## config.mk

```make
export PLATFORM = sky130hd
export DESIGN_NAME = multi_channel_pwm_generator_core
export DESIGN_NICKNAME = d
export VERILOG_FILES = /design/src/design/mcpwm_pkg.sv /design/src/design/multi_channel_pwm_generator_core.sv /design/src/design/mcpwm_timebase.sv /design/src/design/mcpwm_channels.sv
export SDC_FILE = /design/constraint.sdc
export NUM_CORES = 1
export LEC_CHECK = 0
export BUFFER_PORTS_ARGS = -buffer_cell sky130_fd_sc_hd__buf_2
export CAP_MARGIN = 30
export CORE_UTILIZATION = 45
export DETAILED_ROUTE_END_ITERATION = 6
export GPL_TIMING_DRIVEN = 0
export SYNTH_ARGS = -nofsm -noshare
export SYNTH_HDL_FRONTEND = slang
export SYNTH_SLANG_ARGS = --single-unit
```

## constraint.sdc

```tcl
create_clock -name clk -period 6.11 [get_ports clk]
set_input_delay 0.3055 -clock clk [delete_from_list [all_inputs] [get_ports clk]]
set_output_delay 0.3055 -clock clk [all_outputs]
set_load 0.005 [all_outputs]
```

## src/design/mcpwm_pkg.sv

```systemverilog
`timescale 1ns / 1ps

package mcpwm_pkg;

  localparam int PWM_CHANNELS = 4;
  localparam int COUNT_BITS   = 16;
  localparam int CHAN_BITS    = 2;
  localparam int CCOUNT_BITS  = 3;
  localparam int OP_BITS      = 3;

  localparam logic [COUNT_BITS-1:0] RESET_PERIOD = COUNT_BITS'(255);
  localparam logic [CCOUNT_BITS-1:0] RESET_CHANNEL_COUNT = CCOUNT_BITS'(4);

  typedef enum logic [OP_BITS-1:0] {
    OP_TICK    = 3'd0,
    OP_DUTY    = 3'd1,
    OP_PERIOD  = 3'd2,
    OP_ENABLE  = 3'd3,
    OP_DISABLE = 3'd4
  } op_t;

  typedef logic [COUNT_BITS-1:0] count_t;

  // next view of the shared timebase, handed to the channel bank
  typedef struct packed {
    logic   running;
    logic   wrapped;
    count_t count;
  } tb_view_t;

endpackage

```

## src/design/multi_channel_pwm_generator_core.sv

```systemverilog
`timescale 1ns / 1ps
// a result beat appears in the cycle after its input beat is taken
// throughput: one beat per cycle while results are claimed, counter and shadows update on each taken beat
// the input side stalls only while a result sits unclaimed in the output register
// reset (rst, synchronous, active high): counter 0, period 255, duties 0, running,
// channel count 4, output register empty

module multi_channel_pwm_generator_core (
  input  logic        clk,
  input  logic        rst,
  // configuration: channel count
  input  logic        cfg_valid,
  output logic        cfg_ready,
  input  logic [2:0]  cfg_data,
  // input beats
  input  logic        s_tvalid,
  output logic        s_tready,
  input  logic [15:0] s_tdata,   // [15:0] value
  input  logic [4:0]  s_tuser,   // [2:0] op, [4:3] channel
  // result beats
  output logic        m_tvalid,
  input  logic        m_tready,
  output logic [23:0] m_tdata,   // [3:0] pin_levels, [19:4] count_now, [23:20] zero
  output logic [0:0]  m_tuser    // [0] period_wrapped
);
  import mcpwm_pkg::*;

  logic [CCOUNT_BITS-1:0]  channel_count;
  logic                    accept;
  logic [OP_BITS-1:0]      in_op;
  logic [CHAN_BITS-1:0]    in_channel;
  count_t                  in_value;
  tb_view_t                view;
  logic [PWM_CHANNELS-1:0] levels;

  // result register
  logic [PWM_CHANNELS-1:0] pin_levels;
  count_t                  count_now;
  logic                    period_wrapped;
  logic                    out_valid;

  // configuration is taken at any time, the channel count is a plain register
  assign cfg_ready = 1'b1;

  always_ff @(posedge clk) begin
    if (rst) begin
      channel_count <= RESET_CHANNEL_COUNT;
    end else if (cfg_valid) begin
      channel_count <= cfg_data;
    end
  end

  // unpack the input beat
  assign in_op      = s_tuser[OP_BITS-1:0];
  assign in_channel = s_tuser[OP_BITS+CHAN_BITS-1:OP_BITS];
  assign in_value   = s_tdata[COUNT_BITS-1:0];

  // a new beat is taken whenever the result register is empty or being drained
  assign s_tready = !out_valid || m_tready;
  assign accept   = s_tvalid && s_tready;

  // shared counter with period shadow, run/stop
  mcpwm_timebase u_timebase (
    .clk    (clk),
    .rst    (rst),
    .accept (accept),
    .op     (in_op),
    .value  (in_value),
    .view   (view)
  );

  // duty shadows and per-channel compare against the updated count
  mcpwm_channels u_channels (
    .clk           (clk),
    .rst           (rst),
    .accept        (accept),
    .op            (in_op),
    .channel       (in_channel),
    .value         (in_value),
    .channel_count (channel_count),
    .view          (view),
    .levels        (levels)
  );

  // result valid flag
  always_ff @(posedge clk) begin
    if (rst) begin
      out_valid <= 1'b0;
    end else if (accept) begin
      out_valid <= 1'b1;
    end else if (m_tready) begin
      out_valid <= 1'b0;
    end
  end

  // result payload, loaded with the state as it stands after the beat
  always_ff @(posedge clk) begin
    if (accept) begin
      pin_levels     <= levels;
      count_now      <= view.count;
      period_wrapped <= view.wrapped;
    end
  end

  assign m_tvalid = out_valid;
  assign m_tdata  = {4'b0000, count_now, pin_levels};
  assign m_tuser  = period_wrapped;

endmodule

```

## src/design/mcpwm_timebase.sv

```systemverilog
`timescale 1ns / 1ps

module mcpwm_timebase (
  input  logic                          clk,
  input  logic                          rst,
  input  logic                          accept,
  input  logic [mcpwm_pkg::OP_BITS-1:0] op,
  input  mcpwm_pkg::count_t             value,
  output mcpwm_pkg::tb_view_t           view
);
  import mcpwm_pkg::*;

  count_t tick_count, tick_count_next;
  count_t active_period, active_period_next;
  count_t pending_period, pending_period_next;
  logic   running, running_next;
  logic   wrapped;
  logic [COUNT_BITS:0] count_inc;

  always_comb begin
    tick_count_next     = tick_count;
    active_period_next  = active_period;
    pending_period_next = pending_period;
    running_next        = running;
    wrapped             = 1'b0;
    count_inc           = {1'b0, tick_count} + (COUNT_BITS+1)'(1);
    case (op)
      OP_TICK: begin
        if (running) begin
          if (count_inc >= {1'b0, active_period}) begin
            tick_count_next    = '0;
            active_period_next = pending_period;
            wrapped            = 1'b1;
          end else begin
            tick_count_next = count_inc[COUNT_BITS-1:0];
          end
        end
      end
      OP_PERIOD:  pending_period_next = value;
      OP_ENABLE:  running_next = 1'b1;
      OP_DISABLE: running_next = 1'b0;
      default: ;
    endcase
  end

  always_ff @(posedge clk) begin
    if (rst) begin
      tick_count     <= '0;
      active_period  <= RESET_PERIOD;
      pending_period <= RESET_PERIOD;
      running        <= 1'b1;
    end else if (accept) begin
      tick_count     <= tick_count_next;
      active_period  <= active_period_next;
      pending_period <= pending_period_next;
      running        <= running_next;
    end
  end

  assign view.running = running_next;
  assign view.wrapped = wrapped;
  assign view.count   = tick_count_next;

endmodule

```

## src/design/mcpwm_channels.sv

```systemverilog
`timescale 1ns / 1ps

module mcpwm_channels (
  input  logic                              clk,
  input  logic                              rst,
  input  logic                              accept,
  input  logic [mcpwm_pkg::OP_BITS-1:0]     op,
  input  logic [mcpwm_pkg::CHAN_BITS-1:0]   channel,
  input  mcpwm_pkg::count_t                 value,
  input  logic [mcpwm_pkg::CCOUNT_BITS-1:0] channel_count,
  input  mcpwm_pkg::tb_view_t               view,
  output logic [mcpwm_pkg::PWM_CHANNELS-1:0] levels
);
  import mcpwm_pkg::*;

  count_t active_duty  [PWM_CHANNELS];
  count_t pending_duty [PWM_CHANNELS];
  count_t active_duty_next  [PWM_CHANNELS];
  count_t pending_duty_next [PWM_CHANNELS];

  always_comb begin
    for (int i = 0; i < PWM_CHANNELS; i++) begin
      pending_duty_next[i] = pending_duty[i];
      if (op == OP_DUTY && channel == CHAN_BITS'(i)) begin
        pending_duty_next[i] = value;
      end
      // shadows load on the wrap, using the shadow held before this beat
      active_duty_next[i] = view.wrapped ? pending_duty[i] : active_duty[i];
    end
  end

  always_comb begin
    for (int i = 0; i < PWM_CHANNELS; i++) begin
      levels[i] = view.running
               && (CCOUNT_BITS'(i) < channel_count)
               && (view.count < active_duty_next[i]);
    end
  end

  always_ff @(posedge clk) begin
    if (rst) begin
      for (int i = 0; i < PWM_CHANNELS; i++) begin
        active_duty[i]  <= '0;
        pending_duty[i] <= '0;
      end
    end else if (accept) begin
      for (int i = 0; i < PWM_CHANNELS; i++) begin
        active_duty[i]  <= active_duty_next[i];
        pending_duty[i] <= pending_duty_next[i];
      end
    end
  end

endmodule
```

After elaboration in Yosys (flattened, before gate mapping):

Memory sizes are Yosys's and may differ from the RTL's.
Cells that the tools add are included.

* input port bits: 29
* bits in latches: 0
* output and inout port bits: 28
* memory bits (writable): 128
* ROM bits: 0
* register bits: 74
* memories kept: 2

* multiply operators: 0
* $lt $le $gt $ge: 9
* bitwise gates (word level): 8
* shifts and indexed selects: 0
* $add $sub $neg: 1
* muxes and demuxes: 30
* equal/unequal tests: 7
* divide/modulo/power cells: 0
* reduce and logical (&&, ||, !) cells: 20

Memories
* u_channels.active_duty: depth 4, width 16, read ports 4, clocked after Yosys merged registers in 0, write ports 4, RTL line mcpwm_channels.sv:16 `count_t active_duty [PWM_CHANNELS];`
* u_channels.pending_duty: depth 4, width 16, read ports 4, clocked after Yosys merged registers in 0, write ports 4, RTL line mcpwm_channels.sv:17 `count_t pending_duty [PWM_CHANNELS];`

Operators with widths (count)
* $mux 16: 19
* $lt 16x16->1: 4
* $add 16x1->17 const B: 1
* $ge 17x16->1: 1
* $logic_and 1x1->1: 13
* $mux 1: 10
* $or 1x1->1: 8
* $eq 3x2->1 const B: 2
* $lt 1x3->1 const A: 2
* $lt 2x3->1 const A: 2
* $eq 2x2->1 const B: 2
* $reduce_and 4->1: 1
* $eq 3x1->1 const B: 1
* $eq 3x3->1 const B: 1
* $logic_not 3->1: 1
* $eq 2x1->1 const B: 1
* $logic_not 2->1: 1
* $pmux 1 s2: 1
* $reduce_and 2->1: 1
* $reduce_bool 2->1: 1
* $logic_not 1->1: 1
* $logic_or 1x1->1: 1

Logic depth before layout (Yosys ltp):

Gate-level depths: netlist (run 1).

* depth after elaboration: 8
* depth in mapped cells: 20
* depth with buffers taken out: 19

Cells and area by module:

A second synthesis (run 1) with hierarchy kept.

* cell total of the unflattened synthesis: 899
* area, all modules: 10199.8 µm²

Modules (own cells, without submodules)
* mcpwm_channels: area an instance 6366.1 µm², cells each 474, sequential area each 3843.7 µm², times used 1
* mcpwm_timebase: area an instance 3014.1 µm², cells each 383, sequential area each 980.9 µm², times used 1
* multi_channel_pwm_generator_core: area an instance 819.5 µm², cells each 42, sequential area each 710.7 µm², times used 1

Least setup slack after synthesis (run 1):

Ideal clock, no wire load.

* path kind: register to register
* from: reg u_timebase.tick_count[0]
* to: reg pin_levels[2], data pin
* arrival time: 4613 ps
* period minus slack after synthesis: 4765 ps
* setup time: 152 ps
* slack: 1345 ps
* path buffers: 2
* stages on the path, launching flop included: 20
* cells stage by stage: dfxtp_1 -> ha_1 -> nand3_1 -> or2_2 -> xnor2_1 -> ha_1 -> a21oi_1 -> o21ai_0 -> a211oi_1 -> o221ai_2 -> buf_2 -> buf_2 -> o21ai_0 -> ha_1 -> a21o_1 -> a21oi_1 -> nor2b_1 -> a2111oi_0 -> o221ai_1 -> a31oi_1

RTL lines
* start, declared: RTL line mcpwm_timebase.sv:13 `count_t tick_count, tick_count_next;`
* start signal, assigned: RTL line mcpwm_timebase.sv:53 `tick_count <= tick_count_next;`
* end signal, assigned: RTL line multi_channel_pwm_generator_core.sv:99 `pin_levels <= levels;`
* end, declared: RTL line multi_channel_pwm_generator_core.sv:37 `logic [PWM_CHANNELS-1:0] pin_levels;`

==> metrics.md, run 1 <==
| Metric | Value |
|---|---|
| DIE HEIGHT | `153 um` |
| Number of I/O pins | `57` |
| Pwr/cell area | `269 nW/um^2` |
| Top post-synthesis cells by count | `edfxtp_1, nor2_1, ha_1` |
| Synthesized area | `roughly 10000 um^2` |
| Initial DRC Count | `583` |
| Std-Cell Rows | `between 50 and 60` |
| Starting density of the core | `46.6%` |
| CTS HTree Levels | `1` |
| Ys async rst share | `0%` |
| Sequential area share after synthesis | `53.8%` |
| Max Cap Viol | `0` |
| Chip Width | `153 um` |
| Worst-path clk slew | `60 ps` |
| Final wirelength | `28300 um` |
| I/O Buffers | `51` |
| Final worst path period share | `approximately 94%` |
| Worst Clk Skew | `10.3 ps` |
| Yosys cell types | `57` |
| Final Util | `around 54%` |
| Final cell count without fillers | `1281` |
| Residual DRC | `0` |
| Dpl cell area | `about 11000 um^2` |
| GRT Total Usage | `around a quarter` |
| Synth top area share | `a little over two fifths` |
| Area Growth Syn to Fin | `15.7%` |
| Critical path data arrival time | `6070 ps` |
| Worst slew margin | `between 10% and 20%` |
| Worst Min Path Start | `cfg_data[1]` |
| CTS tree | `built` |
| Average size of a mapped cell | `11.5 um^2` |
| Largest net degree at the start of global routing | `38` |
| CP startpoint kind | `flip-flop` |
| Hold Path Class | `in2reg` |
| Initial antenna violation count | `0` |
| Worst-skew pair later-pin latency | `around 510 ps` |
| Required time of the critical path | `roughly 6400 ps` |
| Post-synth EDFFs | `149` |
| CP Capture Type | `flip-flop` |
| Setup TNS | `0 ps` |
| Min cycle time layout | `5750 ps` |
| Critical path class | `reg2reg` |
| Leak | `between 4 and 5 nW` |
| Vias per cell | `roughly 5.7` |
| Grt ovf | `0` |
| R2R setup slack | `360 ps` |
| Reg2Reg Depth | `20` |
| Root Buffer | `clkbuf_16` |
| Post-route cell area | `11900 um^2` |
| Power Total | `approximately 3.2 mW` |
| Status | `finished clean` |
| Fin. max-slew vios | `0` |
| RD Place Congestion | `slightly below 0.9` |
| Hpwl dp | `20300 um` |
| Slew at the pin with the worst max-slew slack | `1260 ps` |
| Placed cells | `1237` |
| Core ar. | `22100 um^2` |
| Post-DRT Antenna Nets | `0` |
| Die ar. | `~23000 um^2` |
| Synthesized flop and latch total | `202` |
| Fmax | `174 MHz` |
| Synth warnings | `0` |
| Hold endpoint | `channel_count[1]` |
| Hold WS | `36.8 ps` |
| Crit-path max FO | `10` |
| Vias in the first global route | `around 7000` |
| Unrepaired setup endpoints after global routing | `no` |
| DR WL/cell | `roughly 22 um` |
| Final Hold Fails | `0` |
| Filler Cells Inserted | `approximately 2000` |
| Predominant post-synthesis flop cell | `edfxtp_1` |
| Synth Instances | `893` |
| Hold depth | `3` |
| R2r startpoint | `u_timebase.tick_count[0]` |
| Total CTS buffers | `23` |
| Clock Tree Buf Depth | `3` |
| Drt pass-1 iters | `5` |
| Top post-synthesis cells by area | `edfxtp_1, dfxtp_1, ha_1` |
| Pre-CTS setup slack | `-405 ps` |
| # setup viols final | `0` |
| First-pass GRT wire length | `42500 um` |
| VDD IR max | `0.000163 V` |
| Final nets | `between 1000 and 1500` |
| CTS Sinks | `~200` |
| Final WS setup | `362 ps` |
| Share of cells above drive strength 1 | `14.1%` |
| DR vias | `7362` |
| Diodes inserted | `0` |
| R2r endpoint | `pin_levels[2]` |
| Area leader, netlist | `edfxtp_1` |
| Most frequent cell after synthesis | `edfxtp_1` |
## state kept, by name, summed over array words and instances (netlist names)
signal / cells
channel_count: 3
count_now: 16
m_tuser: 1
m_tvalid: 1
pin_levels: 4
u_channels.active_duty: 64
u_channels.pending_duty: 64
u_timebase.active_period: 16
u_timebase.pending_period: 16
u_timebase.running: 1
u_timebase.tick_count: 16
## how the worst max path moves through the flow
stage                                   from             to  cells after the start
floorplan           u_timebase.tick_count[0]  pin_levels[2]                     19
global placement    u_timebase.tick_count[0]  pin_levels[2]                     19
detailed placement  u_timebase.tick_count[0]  pin_levels[1]                     17
CTS                 u_timebase.tick_count[0]  pin_levels[2]                     19
global route        u_timebase.tick_count[0]  pin_levels[2]                     20
finish              u_timebase.tick_count[0]  pin_levels[2]                     20
## layer usage
layer	vias up	GRT usage [%]	share of wire, %	wire (um)
li1	3518	-	-	-
met1	3580	35.7	47	13300
met2	239	37.8	45	12700
met3	25	4.25	6.6	1880
met4	0	4.33	1.1	324
met5	-	0	0	0
## kinds of logic after synthesis
family | count (synthesis) | synth area share, %
AOI/OAI and AO/OA | 160 | 10.9
xor gates and xnor gates | 14 | 1.19
muxes | 74 | 7.20
DFF | 202 | 53.8
other | 2 | 0.0730
adders and majority gates | 77 | 9.36
and+or+nand+nor | 291 | 14.1
buffers and inverters | 73 | 3.45
## repair_timing
| item | 4_1_cts | 5_1_grt |
|---|---|---|
| endpoints found under the hold margin | 1 | 0 |
| hold buffers | 1 | 0 |
| buffers inserted | 0 | 0 |
| setup endpoints to repair | 4 | 4 |
| pin swaps | 0 | 1 |
| resized for setup | 7 | 14 |
## layout by cell type (no fill, tap or decap), types with 3 or more instances in the layout
cell / count
buf_16: 3
clkinv_2: 4
buf_4: 9
and4_1: 3
a31oi_1: 5
nand2b_1: 5
edfxtp_1: 149
o21ai_0: 21
clkbuf_1: 33
a211o_1: 12
a311o_1: 8
clkinv_1: 3
mux2i_1: 74
inv_1: 23
nor4b_1: 3
buf_6: 6
conb_1: 5
o221ai_1: 4
a22o_1: 3
clkbuf_16: 23
o21bai_2: 4
or3b_2: 4
a211oi_1: 6
dfxtp_1: 53
and2_1: 34
nor2_1: 94
nor2b_1: 15
ha_1: 77
nand3_1: 40
nand4_1: 23
or4_1: 4
a21o_1: 31
buf_2: 60
xnor2_1: 13
nand2_1: 48
a21oi_1: 41
## power breakdown
part / internal (mW) / switching [mW] / leakage (nW)
clock: 0.762 / 0.552 / 0.349
combinational: 0.113 / 0.198 / 2.36
sequential: 1.55 / 0.0262 / 1.99
total: 2.43 / 0.777 / 4.70
## critical path, stage by stage (launching register included)
cell and delay, ps:
dfxtp_1 550, ha_1 340, nand3_2 210, or2_2 390
xnor2_1 150, ha_1 330, nand4_1 160, o41ai_2 380
nor2_1 160, o221a_2 260, buf_2 190, clkbuf_2 250
nand3_1 130, nand2_1 280, ha_1 300, a21o_1 170
a21o_1 180, a2111oi_2 430, buf_2 220, o221ai_1 170
a31oi_1 270
## final cells by class
class                   count  area [um^2]  area share, %
clock buffers              32          629           5.28
inverters                  23         86.3          0.725
flip-flops and latches    202         5540           46.5
repair buffers             63          432           3.62
clock inverters            10         78.8          0.662
plain buffers              50          272           2.28
well taps                 280          350           2.94
multi-input cells         621         4530           38.0
Note: power is estimated with default switching activity, not from simulation.
==> run 2, diff against run 1 <==
==> constraint.sdc (replaced) <==
create_clock -name clk -period 6.11 [get_ports clk]
set_input_delay 0 -clock clk [delete_from_list [all_inputs] [get_ports clk]]
set_output_delay 0 -clock clk [all_outputs]
set_load 0.005 [all_outputs]
==> metrics.md, run 2 (synthesized netlist as in run 1, its figures left out) <==
| Metric | Value |
|---|---|
| Chip Width | `153 um (unchanged)` |
| CP Capture Type | `flip-flop` |
| Clock Tree Buf Depth | `3 (unchanged)` |
| Initial antenna violation count | `0 (unchanged)` |
| Root Buffer | `clkbuf_16` |
| Worst slew margin | `13.4% (-1.9 points)` |
| Fmax | `173 MHz (-0.79%)` |
| Crit-path max FO | `10 (unchanged)` |
| Pwr/cell area | `264 nW/um^2 (-1.9%)` |
| Slew at the pin with the worst max-slew slack | `1290 ps (+28.6 ps)` |
| Core ar. | `22100 um^2 (unchanged)` |
| Final wirelength | `28600 um (+1.3%)` |
| Post-DRT Antenna Nets | `0 (unchanged)` |
| Vias in the first global route | `7163 (+1.8%)` |
| CP startpoint kind | `flip-flop` |
| Die ar. | `23500 um^2 (unchanged)` |
| First-pass GRT wire length | `43000 um (+1.1%)` |
| Min cycle time layout | `5790 ps (+45.9 ps)` |
| Required time of the critical path | `6420 ps (about the same)` |
| Grt ovf | `0 (unchanged)` |
| Number of I/O pins | `57 (unchanged)` |
| # setup viols final | `0 (unchanged)` |
| R2r startpoint | `u_timebase.tick_count[0]` |
| Diodes inserted | `0 (unchanged)` |
| Critical path class | `reg2reg` |
| Drt pass-1 iters | `5 (unchanged)` |
| Largest net degree at the start of global routing | `38 (unchanged)` |
| Final Hold Fails | `0 (unchanged)` |
| I/O Buffers | `51 (unchanged)` |
| Pre-CTS setup slack | `-405 ps (unchanged)` |
| Postcts setup bufs | `0 (unchanged)` |
| Worst-skew pair later-pin latency | `510 ps (about the same)` |
| RD Place Congestion | `0.886 (unchanged)` |
| DIE HEIGHT | `153 um (unchanged)` |
| Total CTS buffers | `23 (unchanged)` |
| Hold endpoint | `u_channels.pending_duty[0][47]` |
| Worst Clk Skew | `10.5 ps (+0.169 ps)` |
| Std-Cell Rows | `54 (unchanged)` |
| Final WS setup | `316 ps (-45.9 ps)` |
| Leak | `4.80 nW (+2.3%)` |
| Worst Min Path Start | `s_tuser[3]` |
| Area Growth Syn to Fin | `18.5%` |
| Critical path data arrival time | `6110 ps (+40 ps)` |
| Status | `finished clean` |
| Reg2Reg Depth | `19 (-5.0%)` |
| Most common cell after layout, fill and taps aside | `edfxtp_1` |
| Final nets | `1119 (+2.7%)` |
| Starting density of the core | `46.6% (unchanged)` |
| Max Cap Viol | `0 (unchanged)` |
| Worst-path clk slew | `60 ps (about the same)` |
| Vias per cell | `5.77 (+0.40%)` |
| DR WL/cell | `21.8 um (-0.94%)` |
| Final cell count without fillers | `1310 (+2.3%)` |
| Placed cells | `1237 (unchanged)` |
| Hold Path Class | `in2reg` |
| R2R setup slack | `320 ps (-50 ps)` |
| Fin. max-slew vios | `0 (unchanged)` |
| Hold depth | `2 (-1)` |
| VDD IR max | `0.000164 V (+0.40%)` |
| R2r endpoint | `pin_levels[0]` |
| Initial DRC Count | `527 (-9.6%)` |
| Hpwl dp | `20300 um (unchanged)` |
| Commonest non-fill, non-tap cells in the layout | `edfxtp_1, nor2_1, ha_1, mux2i_1, buf_2` |
| Biggest regs | `u_channels.active_duty: 64 flops, u_channels.pending_duty: 64 flops` |
| CTS HTree Levels | `1 (unchanged)` |
| Final worst path period share | `94.8% (+0.75 points)` |
| Share of cells above drive strength 1 | `13.7% (-0.40 points)` |
| Unrepaired setup endpoints after global routing | `no` |
| GRT Total Usage | `24.5% (+0.24 points)` |
| Filler Cells Inserted | `1948 (-1.1%)` |
| DR vias | `7559 (+2.7%)` |
| Residual DRC | `0 (unchanged)` |
| CTS Sinks | `202 (unchanged)` |
| CTS tree | `built` |
[run 2: cell count changes in the layout (fill, tap and decap cells not counted), sizes merged]
| cell | delta |
|---|---|
| dlygate4sd3 | +29 |
[run 2: how the worst max path moves through the flow]
| stage | slack, ps | endpoint | startpoint |
|---|---|---|---|
| after floorplan | 1350 | pin_levels[2] | u_timebase.tick_count[0] |
| after global routing | 110 | pin_levels[2] | u_timebase.tick_count[0] |
| after CTS | 70 | pin_levels[2] | u_timebase.tick_count[0] |
| after global placement | -700 | pin_levels[2] | u_timebase.tick_count[0] |
| final | 320 | pin_levels[0] | u_timebase.tick_count[0] |
| after detailed placement | -400 | pin_levels[1] | u_timebase.tick_count[0] |
[run 2: final cells by class]
class	count	area, um^2	area share, %
Sequential cell	202	5540	45.4
Multi-Input combinational cell	621	4530	37.1
Timing Repair Buffer	92	722	5.92
Clock buffer	32	629	5.16
Tap cell	280	350	2.87
Buffer	50	272	2.23
Inverter	23	86.3	0.708
Clock inverter	10	78.8	0.646
[run 2: repair_timing]
action                     CTS  global route
resized for setup            7            14
pin swaps                    0             1
hold endpoints to repair    70             0
setup endpoints to repair    4             4
hold buffers                30             0
[run 2: metrics by stage]
stage	cell area, um^2	utilization, %	power, mW	hold slack [ps]	setup TNS, ps
2_1_floorplan	10300	-	1.78	118	0
3_3_place_gp	10900	49.4	1.89	208	-2510
3_5_place_dp	11100	50.1	1.90	216	-784
4_1_cts	12100	54.8	3.22	6.87	0
5_1_grt	12200	55.2	3.32	9.77	0
6_report	12200	55.2	3.22	13.6	0
[run 2: power breakdown]
part	switching (mW)	internal [mW]
Clock	0.553	0.762
Sequential	0.0261	1.55
Combinational	0.202	0.125
[run 2: routing by layer]
| metal | part of all wire (%) | vias up | GRT usage (%) |
|---|---|---|---|
| met5 | 0 | - | 0 |
| met4 | 1.2 | 0 | 4.33 |
| met3 | 6.7 | 28 | 3.97 |
| met2 | 45 | 249 | 38.6 |
| met1 | 47 | 3702 | 35.9 |
| li1 | - | 3580 | - |
[run 2: critical path: stages, from the launching register on]
cell and delay, ps:
dfxtp_1 540, ha_1 340, nand3_2 210, or2_2 390, xnor2_1 150, ha_1 330, nand4_1 160, o41ai_2 380
nor2_1 160, o221a_2 260, buf_2 190, clkbuf_2 250, nand3_1 130, nand2_1 290, ha_1 310, a21o_1 170
a21o_1 190, a2111oi_2 490, o221ai_1 310, a31oi_1 310
==> run 3, diff against run 2 <==
--- a/config.mk
+++ b/config.mk
@@ -10,6 +10,8 @@
 export CORE_UTILIZATION = 45
 export DETAILED_ROUTE_END_ITERATION = 6
 export GPL_TIMING_DRIVEN = 0
+export MAX_ROUTING_LAYER = met4
 export SYNTH_ARGS = -nofsm -noshare
 export SYNTH_HDL_FRONTEND = slang
+export SYNTH_HIERARCHICAL = 1
 export SYNTH_SLANG_ARGS = --single-unit
==> metrics.md, run 3 <==
| Metric | Value |
|---|---|
| Status | `finished with violations` |
| Failing checks | `DRC` |
| Vias in the first global route | `7048 (-1.6%)` |
| Share of cells above drive strength 1 | `12.7% (-1.0 points)` |
| Clock Tree Buf Depth | `3 (unchanged)` |
| Area Growth Syn to Fin | `16.3%` |
| Pwr/cell area | `262 nW/um^2 (-0.54%)` |
| Worst-path clk slew | `60 ps (about the same)` |
| Crit-path max FO | `15 (+5)` |
| Grt ovf | `0 (unchanged)` |
| Total CTS buffers | `23 (unchanged)` |
| Predominant post-synthesis flop cell | `edfxtp_1` |
| Synth top area share | `43.9% (+0.40 points)` |
| Root Buffer | `clkbuf_16` |
| Final worst path period share | `91.0% (-3.8 points)` |
| I/O Buffers | `51 (unchanged)` |
| Leak | `4.64 nW (-3.4%)` |
| Largest net degree at the start of global routing | `35 (-7.9%)` |
| Final wirelength | `26000 um (-9.0%)` |
| Starting density of the core | `46.3% (-0.28 points)` |
| Synthesized area | `10200 um^2 (-0.91%)` |
| Final Util | `53.9% (-1.3 points)` |
| Worst-skew pair later-pin latency | `510 ps (about the same)` |
| Multi-input combinational cell area | `4330 um^2 (-4.4%)` |
| Hold WS | `46.9 ps (+33.3 ps)` |
| DR WL/cell | `19.8 um (-9.2%)` |
| Max Cap Viol | `0 (unchanged)` |
| Initial DRC Count | `429 (-19%)` |
| RD Place Congestion | `0.865 (-2.4%)` |
| Top post-synthesis cells by area | `edfxtp_1, dfxtp_1, ha_1` |
| Slew at the pin with the worst max-slew slack | `948 ps (-339 ps)` |
| Synthesized flop and latch total | `202 (unchanged)` |
| Fin. max-slew vios | `0 (unchanged)` |
| Synth Instances | `899 (+0.67%)` |
| Final nets | `1124 (+0.45%)` |
| Number of I/O pins | `57 (unchanged)` |
| CP startpoint kind | `flip-flop` |
| Reg2Reg Depth | `21 (+2)` |
| Drt pass-1 iters | `7 (+2)` |
| GRT Total Usage | `23.6% (-0.96 points)` |
| Biggest regs | `u_channels/active_duty: 64 flops, u_channels/pending_duty: 64 flops` |
| Synth warnings | `6 (+6)` |
| Yosys cell types | `58 (+1.8%)` |
| Chip Width | `153 um (-0.45%)` |
| Min cycle time layout | `5560 ps (-234 ps)` |
| Required time of the critical path | `6440 ps (+20 ps)` |
| Vias per cell | `5.42 (-6.0%)` |
| Register area | `5540 um^2 (unchanged)` |
| CTS Sinks | `202 (unchanged)` |
| Core ar. | `22000 um^2 (-0.31%)` |
| Fmax | `180 MHz (+4.2%)` |
| CP Capture Type | `flip-flop` |
| Setup TNS | `0 ps (unchanged)` |
| Postcts setup bufs | `0 (unchanged)` |
| Worst slew margin | `36.8% (+23 points)` |
| Worst path slowest cell | `o31ai_1` |
| Most common cell after layout, fill and taps aside | `edfxtp_1` |
| Unrepaired setup endpoints after global routing | `no` |
| Post-DRT Antenna Nets | `0 (unchanged)` |
| Ys async rst share | `0% (unchanged)` |
| Final Hold Fails | `0 (unchanged)` |
| Filler Cells Inserted | `1937 (-0.56%)` |
| Average size of a mapped cell | `11.3 um^2 (-1.6%)` |
| Diodes inserted | `0 (unchanged)` |
| Most frequent cell after synthesis | `edfxtp_1` |
| CP Cell Sequence | `buf_2 > nand3_1 > nor3_2 > nand2_1 > xor2_1 > inv_1 > ha_1 > a21oi_1 > a21boi_0 > o31ai_1 > o211a_4 > nand2_1 > buf_2 > o31ai_1 > buf_2 > ha_1 > a21oi_1 > nand2_1 > a221oi_1 > o31ai_1 > a21oi_1` |
| Top post-synthesis cells by count | `edfxtp_1, nor2_1, mux2i_1` |
| CTS tree | `built` |
| Post-synth EDFFs | `149 (unchanged)` |
| First-pass GRT wire length | `40700 um (-5.3%)` |
| Area leader, netlist | `edfxtp_1` |
| Sequential area share after synthesis | `54.3% (+0.49 points)` |
| Commonest non-fill, non-tap cells in the layout | `edfxtp_1, nor2_1, mux2i_1, ha_1, buf_2` |
| Std-Cell Rows | `54 (unchanged)` |
| CTS HTree Levels | `1 (unchanged)` |
| Hold depth | `2 (unchanged)` |
| Initial antenna violation count | `0 (unchanged)` |
| DR vias | `7123 (-5.8%)` |
| Residual DRC | `7 (+7)` |
| R2R setup slack | `550 ps (+230 ps)` |
| Die ar. | `23300 um^2 (-0.90%)` |
| # setup viols final | `0 (unchanged)` |
| Hpwl dp | `18800 um (-7.7%)` |
| Biggest cell delay along the critical path | `690 ps (+150 ps)` |
| Critical path data arrival time | `5890 ps (-220 ps)` |
| VDD IR max | `0.000158 V (-3.7%)` |
| Hold Path Class | `in2reg` |
| Worst Clk Skew | `7.73 ps (-2.78 ps)` |
| DIE HEIGHT | `153 um (-0.45%)` |
| Critical path class | `reg2reg` |
[run 3: cell count changes after synthesis, sizes merged, moves of 14 or more]
cell | previous run | this run
a21o | 31 | 3
nand2 | 50 | 73
nand2b | 6 | 20
nand3 | 41 | 22
nand3b | 2 | 21
o31ai | 0 | 21
[run 3: through the flow]
stage	total power [mW]	area (um^2)	std cells	worst slack (ps)
2_1_floorplan	1.78	10200	902	1420
3_3_place_gp	1.89	10800	1233	211
3_5_place_dp	1.90	10900	1247	265
4_1_cts	3.14	11900	1314	203
5_1_grt	3.23	11900	1313	146
6_report	3.11	11900	1313	550
[run 3: logic make-up (layout without fill, tap and decap cells)]
| family | Yosys count | after routing | share of synthesized area, % |
|---|---|---|---|
| buffers and inverters | 82 | 213 | 3.62 |
| other | 2 | 5 | 0.0736 |
| xor gates and xnor gates | 11 | 11 | 0.945 |
| muxes | 82 | 82 | 8.06 |
| AOI/OAI and AO/OA | 113 | 113 | 7.41 |
| adders and majority gates | 77 | 77 | 9.45 |
| and+or+nand+nor | 330 | 330 | 16.2 |
| DFF | 202 | 202 | 54.3 |
[run 3: report_power, final]
| part | internal, mW | leakage (nW) | switching, mW |
|---|---|---|---|
| Clock | 0.700 | 0.326 | 0.522 |
| Sequential | 1.55 | 1.99 | 0.0223 |
| Combinational | 0.116 | 2.32 | 0.200 |
[run 3: per-layer routing]
| metal | global-route usage (%) | wire length [um] |
|---|---|---|
| met1 | 33.7 | 12500 |
| met2 | 35.7 | 11600 |
| met3 | 2.93 | 1470 |
| met5 | - | 0 |
| met4 | 5.63 | 465 |
[run 3: final timing paths]
kind / start / end
worst min-delay path: s_tuser[3] / u_channels/pending_duty[2][9]
worst max-delay path: u_timebase/tick_count[2] / pin_levels[0]
worst max register to register: u_timebase/tick_count[2] / pin_levels[0]
worst min register to register: u_timebase/pending_period[9] / u_timebase/pending_period[9]
[run 3: worst max-delay path: cells and delay by family, from the launching register on]
kind / cells / cell delay [ps]
AO/OA/AOI/OAI: 9 / 2560
AND/OR/NAND/NOR: 5 / 900
buffers and inverters: 4 / 790
adder cells (fa/ha/maj): 2 / 580
flip-flops: 1 / 300
XOR/XNOR: 1 / 250
[run 3: cell type report]
class	count	area share, %
flip-flops and latches	202	46.6
multi-input cells	618	36.5
repair buffers	92	5.31
clock buffers	30	5.16
well taps	280	2.95
plain buffers	48	2.04
inverters	33	1.04
clock inverters	10	0.401
[run 3: timing repair]
action / in CTS / in global routing
gates resized for setup: 0 / 2
hold buffers: 27 / 0
endpoints found under the setup margin: 0 / 4
endpoints found under the hold margin: 85 / 0
